**config.mk**
```make
export PLATFORM = sky130hd
export DESIGN_NAME = lift_dump_sequencer_unit
export DESIGN_NICKNAME = d
export VERILOG_FILES = /design/src/rtl/core/lds_pkg.sv /design/src/rtl/core/lift_dump_sequencer_unit.sv
export VERILOG_INCLUDE_DIRS = /design/src /design/src/rtl/core
export SDC_FILE = /design/constraint.sdc
export NUM_CORES = 1
export LEC_CHECK = 0
export BUFFER_PORTS_ARGS = -buffer_cell sky130_fd_sc_hd__buf_4
export CORE_ASPECT_RATIO = 0.7
export CORE_UTILIZATION = 25
export CTS_BUF_LIST = sky130_fd_sc_hd__clkbuf_4
export DETAILED_ROUTE_END_ITERATION = 8
export SLEW_MARGIN = 15
export SYNTH_ARGS = -nofsm -noshare
export SYNTH_HDL_FRONTEND = slang
export SYNTH_SLANG_ARGS = --single-unit
```
**constraint.sdc**
```tcl
create_clock -name clk -period 12.04 [get_ports clk]
set_input_delay 3.01 -clock clk [delete_from_list [all_inputs] [get_ports clk]]
set_output_delay 3.01 -clock clk [all_outputs]
set_load 0.02 [all_outputs]
```
**src/rtl/core/lift_dump_sequencer_unit_assert.svh**
```systemverilog
// Assertion macros shared by the lift dump sequencer RTL.
// Each use names the check, the trigger and the condition that must hold.
`ifndef LIFT_DUMP_SEQUENCER_UNIT_ASSERT_SVH
`define LIFT_DUMP_SEQUENCER_UNIT_ASSERT_SVH

// condition must hold in the same cycle as the trigger
`define LDS_ASSERT_NOW(label, trig, cond) \
  label: assert property (@(posedge clk) disable iff (rst) (trig) |-> (cond)) \
    else $error("lds check failed");

// condition must hold in the cycle after the trigger
`define LDS_ASSERT_NEXT(label, trig, cond) \
  label: assert property (@(posedge clk) disable iff (rst) (trig) |=> (cond)) \
    else $error("lds check failed");

`endif

```
**src/rtl/core/lds_pkg.sv**
```systemverilog
// ----------------------------------------------------------------------------
// lds_pkg
// Types and codes for the lift dump sequencer: payload structs, opcodes,
// phase and mode encodings, register map.
// ----------------------------------------------------------------------------
`default_nettype none

package lds_pkg;

  // request opcodes
  localparam logic [2:0] OP_NONE   = 3'd0;
  localparam logic [2:0] OP_DUMP   = 3'd1;
  localparam logic [2:0] OP_RESET  = 3'd2;
  localparam logic [2:0] OP_EXTEND = 3'd3;
  localparam logic [2:0] OP_RAISE  = 3'd4;
  localparam logic [2:0] OP_STOP   = 3'd5;

  // reported phase codes
  localparam logic [1:0] PHC_IDLE  = 2'd0;
  localparam logic [1:0] PHC_BEGIN = 2'd1;
  localparam logic [1:0] PHC_RAISE = 2'd2;
  localparam logic [1:0] PHC_LOWER = 2'd3;

  // reported manual mode codes
  localparam logic [1:0] MDC_NONE   = 2'd0;
  localparam logic [1:0] MDC_RESET  = 2'd1;
  localparam logic [1:0] MDC_EXTEND = 2'd2;
  localparam logic [1:0] MDC_RAISE  = 2'd3;

  // motor drive codes
  localparam logic signed [1:0] DRV_OFF  = 2'sb00;
  localparam logic signed [1:0] DRV_UP   = 2'sb01;
  localparam logic signed [1:0] DRV_DOWN = 2'sb11;

  // register map
  localparam int unsigned AddrWidth = 4;
  localparam logic [AddrWidth-1:0] REG_TURNS_TO_LIMIT  = 4'h0;
  localparam logic [AddrWidth-1:0] REG_GATE_OPEN_TICKS = 4'h4;
  localparam logic [AddrWidth-1:0] REG_DEBOUNCE_TICKS  = 4'h8;

  localparam logic [7:0]  TURNS_TO_LIMIT_RST  = 8'd6;
  localparam logic [15:0] GATE_OPEN_TICKS_RST = 16'd150;
  localparam logic [7:0]  DEBOUNCE_TICKS_RST  = 8'd2;

  typedef enum logic [3:0] {
    PH_IDLE  = 4'b0001,
    PH_BEGIN = 4'b0010,
    PH_RAISE = 4'b0100,
    PH_LOWER = 4'b1000
  } phase_t;

  typedef enum logic [3:0] {
    MD_NONE   = 4'b0001,
    MD_RESET  = 4'b0010,
    MD_EXTEND = 4'b0100,
    MD_RAISE  = 4'b1000
  } mode_t;

  typedef struct packed {
    logic [2:0] opcode;
    logic       count_switch;
    logic       top_limit;
    logic       bottom_limit;
  } req_t;

  typedef struct packed {
    logic signed [1:0] motor_drive;
    logic              gate_tilted;
    logic [1:0]        dump_phase;
    logic [7:0]        turn_count_out;
    logic [1:0]        manual_mode;
  } rsp_t;

endpackage

`default_nettype wire

```
**src/rtl/core/lift_dump_sequencer_unit.sv**
```systemverilog
// ----------------------------------------------------------------------------
// lift_dump_sequencer_unit
// Tick-driven controller for a lifting dump bucket: dump sequence, manual
// reset/extend/raise-to-height modes, debounced turn counting, gate timer.
// ----------------------------------------------------------------------------
//  channel   dir  handshake            payload
//  req       in   req_valid/req_stall  lds_pkg::req_t (one control tick)
//  rsp       out  rsp_valid/rsp_stall  lds_pkg::rsp_t (drive, gate, phase...)
//  apb       in   psel/penable/pready  three config registers at 0x0/0x4/0x8
//
//  Each request passes through the input register, then through the tick logic
//  into the response register; one request per cycle while rsp is not stalled.
//  The sequencer state updates as the input register hands its tick on.
//  rst is synchronous, active high; it clears state and loads register defaults.
//  A stalled response holds the input register, which then stalls req.
`default_nettype none

module lift_dump_sequencer_unit (
  input  wire logic                           clk,
  input  wire logic                           rst,
  input  wire logic                           req_valid,
  output logic                                req_stall,
  input  wire lds_pkg::req_t                  req,
  output logic                                rsp_valid,
  input  wire logic                           rsp_stall,
  output lds_pkg::rsp_t                       rsp,
  input  wire logic                           psel,
  input  wire logic                           penable,
  input  wire logic                           pwrite,
  input  wire logic [lds_pkg::AddrWidth-1:0]  paddr,
  input  wire logic [31:0]                    pwdata,
  output logic [31:0]                         prdata,
  output logic                                pready
);

  // configuration
  logic [7:0]  turns_to_limit;
  logic [15:0] gate_open_ticks;
  logic [7:0]  debounce_ticks;

  // sequencer state
  lds_pkg::phase_t   phase, phase_next;
  lds_pkg::mode_t    mode, mode_next;
  logic [7:0]        turn_count, turn_count_next;
  logic              pulse_latched, pulse_latched_next;
  logic [15:0]       gate_timer, gate_timer_next;
  logic              gate_timer_running, gate_timer_running_next;
  logic [7:0]        pulse_timer, pulse_timer_next;
  logic              pulse_timer_running, pulse_timer_running_next;
  logic signed [1:0] drive_held, drive_held_next;
  logic              gate_held, gate_held_next;

  // pipeline
  logic          s1_valid;
  lds_pkg::req_t s1_req;
  logic          rsp_free;
  logic          s1_adv;
  logic          req_take;
  lds_pkg::rsp_t rsp_next;

  assign pready   = 1'b1;
  assign rsp_free = !rsp_valid || !rsp_stall;
  assign s1_adv   = s1_valid && rsp_free;
  assign req_stall = s1_valid && !rsp_free;
  assign req_take = req_valid && !req_stall;

  // --------------------------------------------------------------------------
  // register port
  always_ff @(posedge clk) begin
    if (rst) begin
      turns_to_limit  <= lds_pkg::TURNS_TO_LIMIT_RST;
      gate_open_ticks <= lds_pkg::GATE_OPEN_TICKS_RST;
      debounce_ticks  <= lds_pkg::DEBOUNCE_TICKS_RST;
    end else if (psel && penable && pwrite && pready) begin
      unique case (paddr)
        lds_pkg::REG_TURNS_TO_LIMIT:  turns_to_limit  <= pwdata[7:0];
        lds_pkg::REG_GATE_OPEN_TICKS: gate_open_ticks <= pwdata[15:0];
        lds_pkg::REG_DEBOUNCE_TICKS:  debounce_ticks  <= pwdata[7:0];
        default: ;
      endcase
    end
  end

  always_comb begin
    unique case (paddr)
      lds_pkg::REG_TURNS_TO_LIMIT:  prdata = {24'd0, turns_to_limit};
      lds_pkg::REG_GATE_OPEN_TICKS: prdata = {16'd0, gate_open_ticks};
      lds_pkg::REG_DEBOUNCE_TICKS:  prdata = {24'd0, debounce_ticks};
      default:                      prdata = 32'd0;
    endcase
  end

  // --------------------------------------------------------------------------
  // input register
  always_ff @(posedge clk) begin
    if (rst) begin
      s1_valid <= 1'b0;
    end else if (req_take) begin
      s1_valid <= 1'b1;
    end else if (s1_adv) begin
      s1_valid <= 1'b0;
    end
  end

  always_ff @(posedge clk) begin
    if (req_take) begin
      s1_req <= req;
    end
  end

  // --------------------------------------------------------------------------
  // one control tick: command, dump sequence, manual modes, re-arm, timers
  always_comb begin
    logic sw;
    logic top;
    logic bottom;
    sw     = s1_req.count_switch;
    top    = s1_req.top_limit;
    bottom = s1_req.bottom_limit;

    phase_next               = phase;
    mode_next                = mode;
    turn_count_next          = turn_count;
    pulse_latched_next       = pulse_latched;
    gate_timer_next          = gate_timer;
    gate_timer_running_next  = gate_timer_running;
    pulse_timer_next         = pulse_timer;
    pulse_timer_running_next = pulse_timer_running;
    drive_held_next          = drive_held;
    gate_held_next           = gate_held;

    case (s1_req.opcode)
      lds_pkg::OP_DUMP: begin
        if (phase == lds_pkg::PH_IDLE) begin
          phase_next = lds_pkg::PH_BEGIN;
        end
      end
      lds_pkg::OP_RESET:  mode_next = lds_pkg::MD_RESET;
      lds_pkg::OP_EXTEND: mode_next = lds_pkg::MD_EXTEND;
      lds_pkg::OP_RAISE: begin
        mode_next       = lds_pkg::MD_RAISE;
        turn_count_next = 8'd0;
      end
      lds_pkg::OP_STOP: begin
        drive_held_next = lds_pkg::DRV_OFF;
        phase_next      = lds_pkg::PH_IDLE;
        mode_next       = lds_pkg::MD_NONE;
      end
      default: ;
    endcase

    unique case (phase_next)
      lds_pkg::PH_BEGIN: begin
        turn_count_next = 8'd0;
        drive_held_next = lds_pkg::DRV_UP;
        phase_next      = lds_pkg::PH_RAISE;
      end
      lds_pkg::PH_RAISE: begin
        if ((sw && !pulse_latched_next) || (gate_timer_next >= gate_open_ticks) || top) begin
          if (turn_count_next != 8'hFF) begin
            turn_count_next = turn_count_next + 8'd1;
          end
          pulse_latched_next       = 1'b1;
          pulse_timer_running_next = 1'b1;
          if ((turn_count_next >= turns_to_limit) || top) begin
            drive_held_next         = lds_pkg::DRV_OFF;
            gate_held_next          = 1'b1;
            gate_timer_running_next = 1'b1;
            // gate time already spent: drop the gate and start lowering
            if (gate_timer_next >= gate_open_ticks) begin
              gate_timer_running_next = 1'b0;
              gate_timer_next         = 16'd0;
              gate_held_next          = 1'b0;
              drive_held_next         = lds_pkg::DRV_DOWN;
              phase_next              = lds_pkg::PH_LOWER;
              turn_count_next         = 8'd0;
            end
          end
        end
      end
      lds_pkg::PH_LOWER: begin
        if (bottom) begin
          drive_held_next = lds_pkg::DRV_OFF;
          phase_next      = lds_pkg::PH_IDLE;
          turn_count_next = 8'd0;
        end
      end
      default: ;
    endcase

    // manual modes in order; the last drive written wins
    if (mode_next == lds_pkg::MD_RESET) begin
      if (!bottom) begin
        drive_held_next = lds_pkg::DRV_DOWN;
        gate_held_next  = 1'b0;
        phase_next      = lds_pkg::PH_IDLE;
      end else begin
        drive_held_next = lds_pkg::DRV_OFF;
        mode_next       = lds_pkg::MD_NONE;
      end
    end
    if (mode_next == lds_pkg::MD_EXTEND) begin
      if (!top) begin
        drive_held_next = lds_pkg::DRV_UP;
        phase_next      = lds_pkg::PH_IDLE;
      end else begin
        drive_held_next = lds_pkg::DRV_OFF;
        mode_next       = lds_pkg::MD_NONE;
      end
    end
    if (mode_next == lds_pkg::MD_RAISE) begin
      drive_held_next = lds_pkg::DRV_UP;
      if ((sw && !pulse_latched_next) || top) begin
        pulse_latched_next       = 1'b1;
        pulse_timer_running_next = 1'b1;
        if (turn_count_next != 8'hFF) begin
          turn_count_next = turn_count_next + 8'd1;
        end
        if ((turn_count_next >= turns_to_limit) || top) begin
          drive_held_next = lds_pkg::DRV_OFF;
          mode_next       = lds_pkg::MD_NONE;
          turn_count_next = 8'd0;
        end
      end
    end

    // re-arm the pulse latch once the switch is released and debounce is over
    if (!sw && (pulse_timer_next >= debounce_ticks)) begin
      pulse_latched_next       = 1'b0;
      pulse_timer_running_next = 1'b0;
      pulse_timer_next         = 8'd0;
    end

    if (gate_timer_running_next && (gate_timer_next != 16'hFFFF)) begin
      gate_timer_next = gate_timer_next + 16'd1;
    end
    if (pulse_timer_running_next && (pulse_timer_next != 8'hFF)) begin
      pulse_timer_next = pulse_timer_next + 8'd1;
    end
  end

  // response fields from the next state
  always_comb begin
    rsp_next.motor_drive    = drive_held_next;
    rsp_next.gate_tilted    = gate_held_next;
    rsp_next.turn_count_out = turn_count_next;
    unique case (phase_next)
      lds_pkg::PH_BEGIN: rsp_next.dump_phase = lds_pkg::PHC_BEGIN;
      lds_pkg::PH_RAISE: rsp_next.dump_phase = lds_pkg::PHC_RAISE;
      lds_pkg::PH_LOWER: rsp_next.dump_phase = lds_pkg::PHC_LOWER;
      default:           rsp_next.dump_phase = lds_pkg::PHC_IDLE;
    endcase
    unique case (mode_next)
      lds_pkg::MD_RESET:  rsp_next.manual_mode = lds_pkg::MDC_RESET;
      lds_pkg::MD_EXTEND: rsp_next.manual_mode = lds_pkg::MDC_EXTEND;
      lds_pkg::MD_RAISE:  rsp_next.manual_mode = lds_pkg::MDC_RAISE;
      default:            rsp_next.manual_mode = lds_pkg::MDC_NONE;
    endcase
  end

  // --------------------------------------------------------------------------
  // state and response registers
  always_ff @(posedge clk) begin
    if (rst) begin
      phase               <= lds_pkg::PH_IDLE;
      mode                <= lds_pkg::MD_NONE;
      turn_count          <= 8'd0;
      pulse_latched       <= 1'b0;
      gate_timer          <= 16'd0;
      gate_timer_running  <= 1'b0;
      pulse_timer         <= 8'd0;
      pulse_timer_running <= 1'b0;
      drive_held          <= lds_pkg::DRV_OFF;
      gate_held           <= 1'b0;
    end else if (s1_adv) begin
      phase               <= phase_next;
      mode                <= mode_next;
      turn_count          <= turn_count_next;
      pulse_latched       <= pulse_latched_next;
      gate_timer          <= gate_timer_next;
      gate_timer_running  <= gate_timer_running_next;
      pulse_timer         <= pulse_timer_next;
      pulse_timer_running <= pulse_timer_running_next;
      drive_held          <= drive_held_next;
      gate_held           <= gate_held_next;
    end
  end

  always_ff @(posedge clk) begin
    if (rst) begin
      rsp_valid <= 1'b0;
    end else if (s1_adv) begin
      rsp_valid <= 1'b1;
    end else if (!rsp_stall) begin
      rsp_valid <= 1'b0;
    end
  end

  always_ff @(posedge clk) begin
    if (s1_adv) begin
      rsp <= rsp_next;
    end
  end

  // --------------------------------------------------------------------------
  // checks
`include "lift_dump_sequencer_unit_assert.svh"

  // latch and debounce timer are set and cleared together
  `LDS_ASSERT_NOW(a_latch_timer_pair, 1'b1, pulse_latched == pulse_timer_running)
  // a request is never taken over a held input register
  `LDS_ASSERT_NOW(a_no_overwrite, req_valid && !req_stall, !s1_valid || s1_adv)
  // sequencer state moves only with a tick
  `LDS_ASSERT_NEXT(a_state_hold, !s1_adv, $stable(phase) && $stable(turn_count))

endmodule

`default_nettype wire

```
Yosys cells after proc, flatten, opt, wreduce, memory -nomap -nowiden. Index checks and enable logic that the tools add are counted.

Bits in registers: 101. Input bits: 49. Logic and storage cells: 165.

Add/sub/neg operators: 4. $lt $le $gt $ge: 4. Equality and inequality tests: 25. Muxes and demuxes: 80. Reduce and logical (&&, ||, !) cells: 28.

Operators with widths (number): $mux 8 (16); $mux 16 (5); $mux 4 (16); $pmux 16 s3 (1); $mux 1 (26); $add 8x1->8 const B (3); $ge 8x8->1 (3); $ne 8x8->1 const B (3); $pmux 8 s3 (1); $eq 4x3->1 const B (5); $eq 4x4->1 const B (5); $mux 2 (9); $pmux 2 s3 (3); $add 16x1->16 const B (1); $eq 4x2->1 const B (4); $ge 16x16->1 (1); $ne 16x16->1 const B (1); $pmux 4 s4 (1); $pmux 4 s3 (1); $logic_and 1x1->1 (10); $pmux 4 s2 (1); $logic_not 1->1 (7); $eq 3x2->1 const B (2); $eq 3x3->1 const B (2); 7 further kinds (14).

Longest topological paths before layout. Gate-level depths: netlist of run 1.

Depth after elaboration: 22. Depth in mapped cells: 35.

Worst setup path before layout of run 1. No wires, ideal clock.

Kind: input port to output port. From: in paddr[2] in the netlist's numbering. To: out prdata[7]. Data arrival time: 4379 ps. Required time: 9030 ps. Slack: 4651 ps. Stages on the path: 4. Buffers on the path: 1. Cells stage by stage: clkbuf_1 nor4b_1 a222oi_1 inv_1.

Longest elaborated chain between the ends: 2.

RTL lines: start: declaration (RTL line lift_dump_sequencer_unit.sv:30) `input wire logic [lds_pkg::AddrWidth-1:0] paddr,`; $eq 4x4->1 (tied with other cells) (RTL line lift_dump_sequencer_unit.sv:85) `unique case (paddr)`; $pmux 16 s3 (*) (RTL line lift_dump_sequencer_unit.sv:85); end: declaration (RTL line lift_dump_sequencer_unit.sv:32) `output logic [31:0] prdata,`.

Every way passes the cells marked *; elsewhere a longest branch is shown, timed or not.

Final worst setup path of run 1.
From: reg s1_req[3] in the netlist's numbering. To: reg turn_count[2].

Longest elaborated chain between the ends: 20.

RTL lines: start: declaration (RTL line lift_dump_sequencer_unit.sv:55) `lds_pkg::req_t s1_req;`; start signal: assignment (RTL line lift_dump_sequencer_unit.sv:107) `s1_req <= req;`; $eq 3x3->1 (RTL line lift_dump_sequencer_unit.sv:132) `case (s1_req.opcode)`; $mux 8 (RTL line lift_dump_sequencer_unit.sv:132); $add 8x1->8 / $ne 8x8->1 (equally long branches) (RTL line lift_dump_sequencer_unit.sv:161, lift_dump_sequencer_unit.sv:160); $mux 8 (RTL line lift_dump_sequencer_unit.sv:160) `if (turn_count_next != 8'hFF) begin`; $mux 8 (RTL line lift_dump_sequencer_unit.sv:159) `if ((sw && !pulse_latched_next) || (gate_timer_next >= gate_open_ticks) || top) begin`; $mux 8 (RTL line lift_dump_sequencer_unit.sv:152) `unique case (phase_next)`; $ge 8x8->1 (RTL line lift_dump_sequencer_unit.sv:165) `if ((turn_count_next >= turns_to_limit) || top) begin`; $logic_or 1x1->1 (RTL line lift_dump_sequencer_unit.sv:165); [4 not listed]; $mux 8 (RTL line lift_dump_sequencer_unit.sv:216) `if (turn_count_next != 8'hFF) begin`; $mux 8 (RTL line lift_dump_sequencer_unit.sv:213) `if ((sw && !pulse_latched_next) || top) begin`; $mux 8 (RTL line lift_dump_sequencer_unit.sv:211) `if (mode_next == lds_pkg::MD_RAISE) begin`; $ge 8x8->1 (RTL line lift_dump_sequencer_unit.sv:219) `if ((turn_count_next >= turns_to_limit) || top) begin`; $logic_or 1x1->1 (RTL line lift_dump_sequencer_unit.sv:219); $mux 8 (RTL line lift_dump_sequencer_unit.sv:219); $mux 8 (RTL line lift_dump_sequencer_unit.sv:213); $mux 8 (*) (RTL line lift_dump_sequencer_unit.sv:211); end signal: assignment (RTL line lift_dump_sequencer_unit.sv:278) `turn_count <= turn_count_next;`; end: declaration (RTL line lift_dump_sequencer_unit.sv:44) `logic [7:0] turn_count, turn_count_next;`.

Every way passes the cells marked *; elsewhere a longest branch is shown, timed or not. The select of a mux whose other input is x is not followed. A chain may end at the register's enable or synchronous reset.

==> metrics.txt, run 1 <==
# TYPE chip_impl_metric gauge
chip_impl_info{name="worstHoldPathType",value="reg2reg"} 1
chip_impl_info{name="outcome",value="finished clean"} 1
chip_impl_metric{name="clock_skew",unit="ns"} 0.0346
chip_impl_metric{name="insertedDiodeCount",unit=""} 0
chip_impl_metric{name="max-clock-path-buffers",unit=""} 2
chip_impl_metric{name="post_cts.repair.setup_buffers",unit=""} 0
chip_impl_metric{name="setup_viol",unit=""} 0
chip_impl_metric{name="period_share",unit="%"} 69.3
chip_impl_metric{name="postPlaceCellArea",unit="µm²"} 7260
chip_impl_metric{name="grt_antenna_before_repair",unit=""} 0
chip_impl_metric{name="num_io_pins",unit=""} 99
chip_impl_metric{name="synth_xor_area_share",unit="%"} 2.40
chip_impl_metric{name="worst-r2r-cell-count",unit=""} 30
chip_impl_metric{name="chip_height",unit="µm"} 138
chip_impl_metric{name="timing_hold_violations_final",unit=""} 0
chip_impl_metric{name="leakage_power",unit="nW"} 2.93
chip_impl_metric{name="netlist-cell-type-count",unit=""} 71
chip_impl_metric{name="totalNegativeSetupSlack",unit="ns"} 0
chip_impl_metric{name="synth_compound_area_share",unit="%"} 19.7
chip_impl_metric{name="share_of_flip_flops_with_an_asynchronous_set_or_reset_after_synthesis",unit="%"} 0
chip_impl_metric{name="cpPeakStageDelay",unit="ns"} 0.63
chip_impl_info{name="crit_path_capture_type",value="flip-flop"} 1
chip_impl_metric{name="number_of_flops_mapped_to_enable_cells_by_yosys",unit=""} 21
chip_impl_metric{name="cts_hold_buf",unit=""} 0
chip_impl_metric{name="yosysSeqAreaShare",unit="%"} 34.0
chip_impl_info{name="clock-root-buffer",value="sky130_fd_sc_hd__clkbuf_4"} 1
chip_impl_metric{name="cts_num_sinks",unit=""} 101
chip_impl_metric{name="grt_first_pass_wirelength",unit="mm"} 28.5
chip_impl_metric{name="timing.critical_path.fanout_max",unit=""} 12
chip_impl_metric{name="grt_usage",unit="%"} 13.3
chip_impl_metric{name="synth.yosys.warnings",unit=""} 0
chip_impl_info{name="crit_top_cell",value="sky130_fd_sc_hd__ha_1"} 1
chip_impl_metric{name="worst-endpoint-arrival",unit="ns"} 8.75
chip_impl_metric{name="tightestPinTransition",unit="ns"} 1.08
chip_impl_metric{name="routabilityCongestion",unit=""} 0.889
chip_impl_metric{name="post_route_cells_drive_above_1_share",unit="%"} 12.2
chip_impl_metric{name="synth_seq_cells",unit=""} 101
chip_impl_metric{name="critical_path_depth",unit=""} 30
chip_impl_metric{name="fillCellCount",unit=""} 2799
chip_impl_metric{name="dp_hpwl",unit="mm"} 13.3
chip_impl_metric{name="max_clock_freq",unit="GHz"} 0.120
chip_impl_metric{name="detail_route.wl_per_cell",unit="µm"} 15.1
chip_impl_metric{name="area_added_between_synthesis_and_finish",unit="%"} 12.9
chip_impl_metric{name="vias",unit=""} 5987
chip_impl_info{name="crit_slowest_cell",value="sky130_fd_sc_hd__or3b_2"} 1
chip_impl_metric{name="place_ws",unit="ns"} 3.90
chip_impl_info{name="cts_tree",value="yes"} 1
chip_impl_metric{name="insertion_delay",unit="ns"} 0.49
chip_impl_metric{name="antenna_left",unit=""} 0
chip_impl_metric{name="critical_path.n_buffers_inverters",unit=""} 1
chip_impl_metric{name="timing.max_slew.rel_slack",unit="%"} 27.8
chip_impl_metric{name="maxSlewViolCount",unit=""} 0
chip_impl_metric{name="synthAdderAreaFrac",unit="%"} 8.38
chip_impl_metric{name="globalRoute.totalOverflow",unit=""} 0
chip_impl_metric{name="postCtsResizedCells",unit=""} 0
chip_impl_metric{name="timing.final.crit_period",unit="ns"} 8.34
chip_impl_metric{name="initial_utilization",unit="%"} 25.5
chip_impl_metric{name="yosys.area_share.simple",unit="%"} 24.8
chip_impl_metric{name="drc",unit=""} 0
chip_impl_metric{name="postRouteWirelength",unit="mm"} 17.9
chip_impl_metric{name="drt_pre_antenna_iters",unit=""} 5
chip_impl_metric{name="full_die_area",unit="µm²"} 26900
chip_impl_metric{name="grt_start_max_net_pins",unit=""} 82
chip_impl_metric{name="cts_buffers",unit=""} 9
chip_impl_info{name="grt_setup_unrepaired",value="false"} 1
chip_impl_metric{name="final.hold.worst_slack",unit="ns"} 0.468
chip_impl_metric{name="stdcell_area",unit="µm²"} 7410
chip_impl_metric{name="first_global_vias",unit=""} 5373
chip_impl_metric{name="synthesis.instances",unit=""} 808
chip_impl_metric{name="power_per_cell_area",unit="nW/µm²"} 87.2
chip_impl_metric{name="postSynthAreaPerCell",unit="µm²"} 8.13
chip_impl_metric{name="finalWorstSetupSlack",unit="ns"} 3.70
chip_impl_metric{name="hold_path_depth",unit=""} 2
chip_impl_metric{name="design.final.nets",unit=""} 940
chip_impl_info{name="path_delay_family",value="compound AO/OA/AOI/OAI gates"} 1
chip_impl_info{name="timing.critical_path.from_type",value="flip-flop"} 1
chip_impl_metric{name="die_width",unit="µm"} 196
chip_impl_metric{name="max_cap_violations",unit=""} 0
chip_impl_metric{name="total_standard_cell_area_after_synthesis",unit="µm²"} 6570
chip_impl_metric{name="htree_num_levels",unit=""} 3
chip_impl_info{name="synth_top_family_by_area",value="simple AND/OR/NAND/NOR gates"} 1
chip_impl_metric{name="num_rows",unit=""} 49
chip_impl_metric{name="route.detailed.vias_per_inst",unit=""} 5.06
chip_impl_metric{name="vdd.ir_drop.worst",unit="mV"} 0.0465
chip_impl_metric{name="crit_required",unit="ns"} 12.45
chip_impl_metric{name="number_of_design_rule_violations_left_by_the_first_detailed_router_iteration",unit=""} 467
chip_impl_metric{name="clk_pin_slew_worst_paths",unit="ns"} 0.17
chip_impl_metric{name="placeableCoreArea",unit="µm²"} 25700
chip_impl_info{name="critical_path_class",value="reg2reg"} 1
chip_impl_info{name="ys.flop_type",value="sky130_fd_sc_hd__dfxtp_1"} 1
chip_impl_metric{name="yosys-mux-area-fraction",unit="%"} 3.24
chip_impl_metric{name="placement.io_buffers",unit=""} 65
path summary, 6_finish.rpt:
kind | startpoint | to | slack [ns]
worst max register to register | s1_req[3] | turn_count[2] | 3.70
worst max-delay path | s1_req[3] | turn_count[2] | 3.70
worst min register to register | gate_held | gate_held | 0.47
worst min-delay path | gate_held | gate_held | 0.47
report_power, final:
group	internal, W	leakage (nW)	switching, W
combinational	0.0000310	1.99	0.0000530
sequential	0.000353	0.849	0.00000803
clock	0.0000690	0.0854	0.000132
per-layer routing:
metal  vias up  GRT usage (%)  part of all wire [%]
li1       2969              -                     -
met1      2833           19.9                    52
met5         -              0                     0
met3        14           3.43                   6.6
met2       171           19.0                    41
met4         0           2.56                  0.84
cell usage after synthesis, drive strengths merged (4+ instances only):
master	count	area, µm²
a211o	15	133
a211oi	9	80.1
a21o	8	60.1
a21oi	59	295
a222oi	8	80.1
a22o	5	43.8
a22oi	7	52.6
a31oi	5	31.3
a32oi	4	42.6
and2	13	81.3
and3	19	119
and4	5	46.3
buf	25	183
clkbuf	31	116
dfxtp	80	1600
edfxtp	21	631
ha	44	551
inv	49	184
mux2i	19	190
nand2	80	300
nand2b	11	68.8
nand3	25	130
nand4	15	93.8
nor2	92	345
nor2b	8	50.1
nor3	18	90.1
nor4	14	87.6
nor4b	4	35.0
o21a	6	45.0
o21ai	33	165
or2	5	31.3
or3	5	31.3
or3b	4	35.0
or4	4	30.0
xnor2	12	105
xor2	6	52.6
worst min-delay path, delay by kind of cell (launching register included):
| family | cells | cell delay (ns) |
|---|---|---|
| flip-flops | 1 | 0.35 |
| AND/OR/NAND/NOR | 1 | 0.05 |
| AO/OA/AOI/OAI | 1 | 0.05 |
sequential cells by signal (all words and copies together), names as in the netlist, 2 cells and up:
register	cells
gate_timer	16
phase	4
s1_req	6
rsp	15
debounce_ticks	8
mode	4
turn_count	8
gate_open_ticks	16
pulse_timer	8
drive_held	2
turns_to_limit	8
cells in the final DEF (no fill, tap or decap), drive strengths merged, types with 6 or more instances in the layout:
| cell | instances |
|---|---|
| nor3 | 18 |
| a22oi | 7 |
| nand2b | 11 |
| ha | 44 |
| nor4 | 14 |
| nand3 | 25 |
| o21ai | 33 |
| a222oi | 8 |
| nor2 | 92 |
| edfxtp | 21 |
| a21o | 8 |
| dfxtp | 80 |
| inv | 54 |
| xor2 | 6 |
| a211oi | 9 |
| mux2i | 19 |
| conb | 17 |
| and2 | 13 |
| a21oi | 59 |
| xnor2 | 12 |
| clkbuf | 9 |
| a211o | 15 |
| o21a | 6 |
| nand2 | 80 |
| buf | 69 |
| nand4 | 15 |
| and3 | 19 |
| nor2b | 8 |
area by class of cell:
cell class                      instances  area [µm²]  area share [%]
Inverter                               49         184            2.48
Timing Repair Buffer                   69         518            6.99
Clock buffer                            9        67.6           0.912
Tap cell                              331         414            5.59
Clock inverter                          7        87.6            1.18
Multi-Input combinational cell        617        3910            52.7
Sequential cell                       101        2230            30.1
logic make-up after synthesis:
kind of cell | Yosys count
flops | 101
mux | 21
simple gates | 327
fa+ha+maj | 44
other cells | 2
buf+inv | 105
xor+xnor | 18
compound gates | 190
stage by stage:
stage,cells,total power [W],utilization [%]
2_1_floorplan,823,0.000426,-
3_5_place_dp,1167,0.000452,28.2
6_report,1183,0.000646,28.8
3_3_place_gp,1167,0.000451,28.2
4_1_cts,1183,0.000658,28.8
5_1_grt,1183,0.000677,28.8
Power figures use the tool's default switching activity.
==> run 2, diff against run 1 <==
--- a/config.mk
+++ b/config.mk
@@ -6,6 +6,7 @@
 export SDC_FILE = /design/constraint.sdc
 export NUM_CORES = 1
 export LEC_CHECK = 0
+export ABC_AREA = 1
 export BUFFER_PORTS_ARGS = -buffer_cell sky130_fd_sc_hd__buf_4
 export CORE_ASPECT_RATIO = 0.7
 export CORE_UTILIZATION = 25
==> constraint.sdc (replaced) <==
create_clock -name clk -period 7.2 [get_ports clk]
set_input_delay 1.8 -clock clk [delete_from_list [all_inputs] [get_ports clk]]
set_output_delay 1.8 -clock clk [all_outputs]
set_load 0.02 [all_outputs]
==> run 2 against run 1 <==
Net effect: global-route usage grew 0.40 points; design area grew 6.4%; critical path depth grew 10; count of clock-buffer cells in the layout grew 1; wire length grew 9.0%; synthesized cell count grew 29%; register-to-register slack lost 3.0 ns; core utilization grew 0.33 points; clock skew shrank 0.0071 ns; non-clock buffer count shrank 1.
==> metrics.txt, run 2 <==
# TYPE chip_impl_metric gauge
chip_impl_metric{name="max_cap_violations",unit=""} 0
chip_impl_info{name="cts_tree",value="yes"} 1
chip_impl_metric{name="cts_num_sinks",unit=""} 101
chip_impl_metric{name="antenna_left",unit=""} 0
chip_impl_metric{name="vias",unit=""} 6662
chip_impl_metric{name="power_per_cell_area",unit="nW/µm²"} 143
chip_impl_info{name="synth_area_leader_cell",value="sky130_fd_sc_hd__dfxtp_1"} 1
chip_impl_metric{name="vdd.ir_drop.worst",unit="mV"} 0.0718
chip_impl_info{name="synthMostInstantiatedCell",value="sky130_fd_sc_hd__nand2_1"} 1
chip_impl_metric{name="dp_hpwl",unit="mm"} 14.9
chip_impl_metric{name="route.detailed.vias_per_inst",unit=""} 4.54
chip_impl_metric{name="yosysSeqAreaShare",unit="%"} 32.0
chip_impl_metric{name="period_share",unit="%"} 89.7
chip_impl_metric{name="netlist-cell-type-count",unit=""} 50
chip_impl_metric{name="post_cts.repair.setup_buffers",unit=""} 0
chip_impl_info{name="grt_setup_unrepaired",value="false"} 1
chip_impl_info{name="post_synth_most_frequent_cells",value="sky130_fd_sc_hd__nand2_1, sky130_fd_sc_hd__inv_1, sky130_fd_sc_hd__nor2_1, sky130_fd_sc_hd__dfxtp_1, sky130_fd_sc_hd__a21oi_1"} 1
chip_impl_metric{name="insertion_delay",unit="ns"} 0.49
chip_impl_metric{name="total_standard_cell_area_after_synthesis",unit="µm²"} 6980
chip_impl_info{name="crit_slowest_cell",value="sky130_fd_sc_hd__edfxtp_1"} 1
chip_impl_metric{name="number_of_design_rule_violations_left_by_the_first_detailed_router_iteration",unit=""} 537
chip_impl_metric{name="synthesis.instances",unit=""} 1045
chip_impl_metric{name="clk_pin_slew_worst_paths",unit="ns"} 0.16
chip_impl_metric{name="postRouteWirelength",unit="mm"} 19.5
chip_impl_metric{name="cts_hold_buf",unit=""} 0
chip_impl_info{name="crit_top_cell",value="sky130_fd_sc_hd__nand2_1"} 1
chip_impl_metric{name="dpl.cell_count",unit=""} 1449
chip_impl_metric{name="placeableCoreArea",unit="µm²"} 27100
chip_impl_metric{name="max-clock-path-buffers",unit=""} 2
chip_impl_metric{name="die_width",unit="µm"} 202
chip_impl_metric{name="timing.critical_path.fanout_max",unit=""} 15
chip_impl_metric{name="detail_route.wl_per_cell",unit="µm"} 13.3
chip_impl_metric{name="cpPeakStageDelay",unit="ns"} 0.50
chip_impl_metric{name="post_synth_top_area_share",unit="%"} 23.0
chip_impl_metric{name="worst-endpoint-arrival",unit="ns"} 6.71
chip_impl_metric{name="first_global_vias",unit=""} 5957
chip_impl_info{name="critical_path_class",value="reg2reg"} 1
chip_impl_metric{name="tightestPinTransition",unit="ns"} 0.716
chip_impl_metric{name="globalRoute.totalOverflow",unit=""} 0
chip_impl_info{name="timing.critical_path.from_type",value="flip-flop"} 1
chip_impl_metric{name="timing_hold_violations_final",unit=""} 0
chip_impl_metric{name="drc",unit=""} 0
chip_impl_metric{name="synth.yosys.warnings",unit=""} 0
chip_impl_metric{name="grt_start_max_net_pins",unit=""} 65
chip_impl_metric{name="number_of_flops_mapped_to_enable_cells_by_yosys",unit=""} 21
chip_impl_metric{name="postCtsResizedCells",unit=""} 0
chip_impl_metric{name="full_die_area",unit="µm²"} 28600
chip_impl_metric{name="drt_pre_antenna_iters",unit=""} 5
chip_impl_metric{name="area_added_between_synthesis_and_finish",unit="%"} 13.0
chip_impl_metric{name="placement.io_buffers",unit=""} 65
chip_impl_metric{name="grt_antenna_before_repair",unit=""} 1
chip_impl_info{name="worstHoldPathType",value="reg2reg"} 1
chip_impl_metric{name="num_rows",unit=""} 50
chip_impl_info{name="clock-root-buffer",value="sky130_fd_sc_hd__clkbuf_4"} 1
chip_impl_metric{name="design.final.nets",unit=""} 1189
chip_impl_metric{name="timing.max_slew.rel_slack",unit="%"} 52.3
chip_impl_metric{name="post_route_cells_drive_above_1_share",unit="%"} 13.4
chip_impl_metric{name="routabilityCongestion",unit=""} 0.878
chip_impl_info{name="ys.flop_type",value="sky130_fd_sc_hd__dfxtp_1"} 1
chip_impl_metric{name="share_of_flip_flops_with_an_asynchronous_set_or_reset_after_synthesis",unit="%"} 0
chip_impl_info{name="layout_common_cells",value="sky130_fd_sc_hd__nand2_1, sky130_fd_sc_hd__inv_1, sky130_fd_sc_hd__nor2_1"} 1
chip_impl_metric{name="clock_skew",unit="ns"} 0.0275
chip_impl_metric{name="max_clock_freq",unit="GHz"} 0.155
chip_impl_metric{name="grt_usage",unit="%"} 13.7
chip_impl_info{name="synth_top_cells_by_area",value="sky130_fd_sc_hd__dfxtp_1, sky130_fd_sc_hd__nand2_1, sky130_fd_sc_hd__edfxtp_1, sky130_fd_sc_hd__ha_1, sky130_fd_sc_hd__inv_1"} 1
chip_impl_metric{name="crit_required",unit="ns"} 7.46
chip_impl_metric{name="initial_utilization",unit="%"} 25.8
chip_impl_metric{name="totalNegativeSetupSlack",unit="ns"} 0
chip_impl_metric{name="stdcell_count",unit=""} 1466
chip_impl_metric{name="htree_num_levels",unit=""} 3
chip_impl_metric{name="grt_first_pass_wirelength",unit="mm"} 31.3
chip_impl_metric{name="timing.final.crit_period",unit="ns"} 6.46
chip_impl_metric{name="postSynthAreaPerCell",unit="µm²"} 6.68
chip_impl_info{name="reg_top3",value="gate_open_ticks: 16 flops, gate_timer: 16 flops, rsp: 15 flops"} 1
chip_impl_metric{name="leakage_power",unit="nW"} 3.67
chip_impl_metric{name="synth_seq_cells",unit=""} 101
chip_impl_metric{name="num_io_pins",unit=""} 99
chip_impl_metric{name="chip_height",unit="µm"} 142
chip_impl_metric{name="cts_buffers",unit=""} 9
chip_impl_info{name="layout.cells.most_common",value="sky130_fd_sc_hd__nand2_1"} 1
chip_impl_metric{name="maxSlewViolCount",unit=""} 0
chip_impl_info{name="outcome",value="finished clean"} 1
chip_impl_metric{name="setup_viol",unit=""} 0
chip_impl_info{name="crit_path_capture_type",value="flip-flop"} 1
[run 2: cell types whose count changed after synthesis, moves of 11 or more]
cell / change
sky130_fd_sc_hd__inv_2: +13
sky130_fd_sc_hd__mux2i_1: -19
sky130_fd_sc_hd__and3_1: -18
sky130_fd_sc_hd__nand2b_1: -11
sky130_fd_sc_hd__inv_1: +94
sky130_fd_sc_hd__a211o_1: -14
sky130_fd_sc_hd__and2_1: -13
sky130_fd_sc_hd__a21oi_1: +11
sky130_fd_sc_hd__nand3_1: +35
sky130_fd_sc_hd__clkbuf_1: -13
sky130_fd_sc_hd__nand2_1: +195
sky130_fd_sc_hd__nand2_2: +21
sky130_fd_sc_hd__o21ai_0: +28
sky130_fd_sc_hd__nor4_1: -13
[run 2: kinds of logic after synthesis]
| kind of cell | count (synthesis) | synth area share, % |
|---|---|---|
| compound gates | 180 | 14.7 |
| xor+xnor | 12 | 1.51 |
| buf+inv | 200 | 12.0 |
| fa+ha+maj | 44 | 7.89 |
| simple gates | 506 | 31.8 |
| other cells | 2 | 0.108 |
| flops | 101 | 32.0 |
[run 2: path summary, 6_finish.rpt]
check	start	to	slack (ns)	cells after the start
hold reg to reg	mode[3]	mode[3]	0.48	2
setup / recovery	s1_req[5]	rsp[4]	0.74	40
hold / removal	mode[3]	mode[3]	0.48	2
setup reg to reg	s1_req[5]	rsp[4]	0.74	40
[run 2: area by class of cell]
class | count | area, µm²
diodes | 1 | 2.50
clock buffers | 10 | 75.1
clock inverters | 6 | 47.5
fillers | 2955 | 19200
inverters | 157 | 589
multi-input cells | 759 | 3970
flip-flops and latches | 101 | 2230
well taps | 364 | 455
repair buffers | 68 | 510
[run 2: critical path, delay by kind of cell (launching register included)]
| family | cells | cell delay [ns] |
|---|---|---|
| simple gates | 23 | 3.06 |
| compound gates | 9 | 1.35 |
| fa+ha+maj | 4 | 0.95 |
| flops | 1 | 0.50 |
| buf+inv | 4 | 0.32 |
[run 2: stage by stage]
stage               setup slack, ns  util, %  hold slack (ns)  cell area [µm²]  power, W
floorplan                      2.03        -            0.437             7030  0.000777
global placement              0.856     28.6            0.453             7760  0.000836
detailed placement            0.803     28.6            0.460             7760  0.000839
CTS                           0.721     29.1            0.484             7880   0.00114
global route                 0.0790     29.1            0.506             7890   0.00119
finish                        0.744     29.1            0.479             7890   0.00113
[run 2: power by group]
group | switching [W] | leakage [nW] | internal, W | total (W)
Sequential | 0.0000138 | 0.854 | 0.000598 | 0.000612
Combinational | 0.000147 | 2.75 | 0.0000719 | 0.000219
Clock | 0.000216 | 0.0654 | 0.0000785 | 0.000295
Total | 0.000377 | 3.67 | 0.000749 | 0.00113
[run 2: per-layer routing]
layer | global-route usage [%] | wire length, µm | up-vias
li1 | - | - | 3463
met1 | 20.9 | 10300 | 3005
met2 | 19.5 | 7880 | 183
met3 | 2.82 | 1140 | 11
met4 | 2.67 | 154 | 0
met5 | 0 | 0 | -
==> run 3, diff against run 2 <==
==> constraint.sdc (replaced) <==
create_clock -name clk -period 6.5 [get_ports clk]
set_input_delay 1.625 -clock clk [delete_from_list [all_inputs] [get_ports clk]]
set_output_delay 1.625 -clock clk [all_outputs]
set_load 0.02 [all_outputs]
==> run 3 against run 2 <==
Net effect: core utilization grew 0.27 points; cell count grew 0.55%; highest routed layer unchanged; worst hold slack lost 0.0052 ns; clock power grew 12%; sequential share of layout area shrank 0.26 points; fmax grew 9.2%.
==> metrics.txt, run 3 (synthesis results as in run 2) <==
# TYPE chip_impl_metric gauge
chip_impl_info{name="timing.critical_path.from_type",value="flip-flop"} 1
chip_impl_metric{name="postPlaceCellArea",unit="µm²"} 7780
chip_impl_metric{name="place_ws",unit="ns"} 0.576
chip_impl_info{name="crit_top_cell",value="sky130_fd_sc_hd__nand2_1"} 1
chip_impl_metric{name="num_rows",unit=""} 50
chip_impl_info{name="crit_path_capture_type",value="flip-flop"} 1
chip_impl_metric{name="dpl.cell_count",unit=""} 1452
chip_impl_metric{name="worst-r2r-cell-count",unit=""} 46
chip_impl_metric{name="globalRoute.totalOverflow",unit=""} 0
chip_impl_info{name="r2r_start",value="s1_req[3]"} 1
chip_impl_info{name="clock-root-buffer",value="sky130_fd_sc_hd__clkbuf_4"} 1
chip_impl_metric{name="grt_start_max_net_pins",unit=""} 64
chip_impl_metric{name="cpPeakStageDelay",unit="ns"} 0.44
chip_impl_metric{name="setup_viol",unit=""} 0
chip_impl_metric{name="grt_first_pass_wirelength",unit="mm"} 31.9
chip_impl_metric{name="placement.io_buffers",unit=""} 65
chip_impl_info{name="hp-start",value="mode[3]"} 1
chip_impl_metric{name="hold_path_depth",unit=""} 2
chip_impl_metric{name="stdcell_count",unit=""} 1474
chip_impl_metric{name="initial_utilization",unit="%"} 25.8
chip_impl_metric{name="stdcell_area",unit="µm²"} 7960
chip_impl_metric{name="max_clock_freq",unit="GHz"} 0.169
chip_impl_metric{name="finalWorstSetupSlack",unit="ns"} 0.586
chip_impl_metric{name="timing.critical_path.fanout_max",unit=""} 7
chip_impl_info{name="r2r-end",value="turn_count[1]"} 1
chip_impl_info{name="layout.cells.most_common",value="sky130_fd_sc_hd__nand2_1"} 1
chip_impl_metric{name="max-clock-path-buffers",unit=""} 2
chip_impl_metric{name="area_added_between_synthesis_and_finish",unit="%"} 14.1
chip_impl_metric{name="timing.final.crit_period",unit="ns"} 5.91
chip_impl_metric{name="gr-usage-met1",unit="%"} 21.0
chip_impl_metric{name="grt_util_met3",unit="%"} 2.64
chip_impl_metric{name="detail_route.wl_per_cell",unit="µm"} 13.4
chip_impl_metric{name="number_of_design_rule_violations_left_by_the_first_detailed_router_iteration",unit=""} 662
chip_impl_metric{name="clk_pin_slew_worst_paths",unit="ns"} 0.17
chip_impl_metric{name="period_share",unit="%"} 91.0
chip_impl_metric{name="leakage_power",unit="nW"} 3.72
chip_impl_metric{name="first_global_vias",unit=""} 6072
chip_impl_metric{name="cts_buffers",unit=""} 9
chip_impl_metric{name="tightestPinTransition",unit="ns"} 0.705
chip_impl_metric{name="vdd.ir_drop.worst",unit="mV"} 0.0720
chip_impl_metric{name="clock_skew",unit="ns"} 0.0218
chip_impl_metric{name="worst-endpoint-arrival",unit="ns"} 6.38
chip_impl_metric{name="drt_pre_antenna_iters",unit=""} 5
chip_impl_metric{name="totalNegativeSetupSlack",unit="ns"} 0
chip_impl_metric{name="placeableCoreArea",unit="µm²"} 27100
chip_impl_metric{name="power_per_cell_area",unit="nW/µm²"} 158
chip_impl_info{name="grt_setup_unrepaired",value="false"} 1
chip_impl_metric{name="postRouteWirelength",unit="mm"} 19.8
chip_impl_metric{name="htree_num_levels",unit=""} 3
chip_impl_metric{name="maxSlewViolCount",unit=""} 0
chip_impl_info{name="worstHoldPathType",value="reg2reg"} 1
chip_impl_metric{name="cts_num_sinks",unit=""} 101
chip_impl_metric{name="dp_hpwl",unit="mm"} 15.1
chip_impl_metric{name="route.detailed.vias_per_inst",unit=""} 4.54
chip_impl_metric{name="design.final.nets",unit=""} 1197
chip_impl_metric{name="gr_layer_usage_met2",unit="%"} 20.5
chip_impl_metric{name="worst-r2r-setup-slack",unit="ns"} 0.59
chip_impl_metric{name="insertion_delay",unit="ns"} 0.51
chip_impl_metric{name="grt_usage",unit="%"} 14.0
chip_impl_info{name="critical_path_class",value="reg2reg"} 1
chip_impl_info{name="cts_tree",value="yes"} 1
chip_impl_metric{name="fillCellCount",unit=""} 2935
chip_impl_metric{name="timing_hold_violations_final",unit=""} 0
chip_impl_metric{name="antenna_left",unit=""} 0
chip_impl_info{name="layout_common_cells",value="sky130_fd_sc_hd__nand2_1, sky130_fd_sc_hd__inv_1, sky130_fd_sc_hd__nor2_1"} 1
chip_impl_metric{name="full_die_area",unit="µm²"} 28600
chip_impl_metric{name="die_width",unit="µm"} 202
chip_impl_metric{name="num_io_pins",unit=""} 99
chip_impl_metric{name="routabilityCongestion",unit=""} 0.875
chip_impl_metric{name="post_route_cells_drive_above_1_share",unit="%"} 14.2
chip_impl_metric{name="chip_height",unit="µm"} 142
chip_impl_info{name="outcome",value="finished clean"} 1
chip_impl_metric{name="utilization",unit="%"} 29.4
chip_impl_info{name="grt_most_used_layer",value="met1"} 1
chip_impl_metric{name="timing.max_slew.rel_slack",unit="%"} 53.0
chip_impl_metric{name="grt_antenna_before_repair",unit=""} 1
chip_impl_metric{name="drc",unit=""} 0
chip_impl_info{name="crit_slowest_cell",value="sky130_fd_sc_hd__edfxtp_1"} 1
chip_impl_metric{name="max_cap_violations",unit=""} 0
chip_impl_info{name="reg_top3",value="gate_open_ticks: 16 flops, gate_timer: 16 flops, rsp: 15 flops"} 1
chip_impl_metric{name="crit_required",unit="ns"} 6.97
chip_impl_metric{name="vias",unit=""} 6698
chip_impl_info{name="min_delay_worst_endpoint",value="mode[3]"} 1
==> run 3: how the worst max path moves through the flow <==
stage / start / endpoint / slack (ns)
2_1_floorplan: s1_req[4] / mode[0] / 1.33
3_3_place_gp: s1_req[5] / rsp[4] / 0.70
3_5_place_dp: s1_req[5] / rsp[4] / 0.58
4_1_cts: s1_req[5] / rsp[4] / 0.51
5_1_grt: s1_req[4] / turn_count[1] / 0.005
6_report: s1_req[3] / turn_count[1] / 0.59
==> run 3: layer usage <==
| layer | share of wire [%] | vias to the layer above |
|---|---|---|
| met2 | 40 | 185 |
| met5 | 0 | - |
| met1 | 53 | 3025 |
| li1 | - | 3469 |
| met4 | 1.2 | 0 |
| met3 | 6.0 | 19 |
==> run 3: final cells by class <==
type	count	area [µm²]	share of cell area, %
antenna	1	2.50	0.0314
clock buffer	9	67.6	0.849
clock inverter	7	55.1	0.692
inverter	157	589	7.40
multi-input combinational	759	3990	50.1
sequential	101	2230	28.0
tap	364	455	5.72
timing repair buffer	76	571	7.17
==> run 3: worst max-delay path: cells and delay by family (launching register included) <==
family / cells / cell delay [ns]
buffers and inverters: 6 / 0.56
adders and majority gates: 3 / 0.71
AOI/OAI and AO/OA: 5 / 0.70
DFF: 1 / 0.44
and+or+nand+nor: 31 / 3.30
xor gates and xnor gates: 1 / 0.17
==> run 3: where the power goes <==
part | total [W] | internal (W) | leakage [nW] | switching, W
combinational | 0.000249 | 0.0000838 | 2.79 | 0.000165
sequential | 0.000677 | 0.000663 | 0.854 | 0.0000146
clock | 0.000330 | 0.0000848 | 0.0733 | 0.000246
total | 0.00126 | 0.000831 | 3.72 | 0.000425
==> run 3: stage by stage <==
stage,total power (W),hold slack [ns]
after global routing,0.00132,0.513
final,0.00126,0.474
after floorplan,0.000861,0.437
after CTS,0.00126,0.478
after global placement,0.000929,0.453
after detailed placement,0.000933,0.458
==> run 3: repair_timing <==
item | in CTS | in global routing
resized for setup | 0 | 5
buffers inserted | 0 | 5
setup endpoints to repair | 0 | 21
hold buffers | 0 | 0
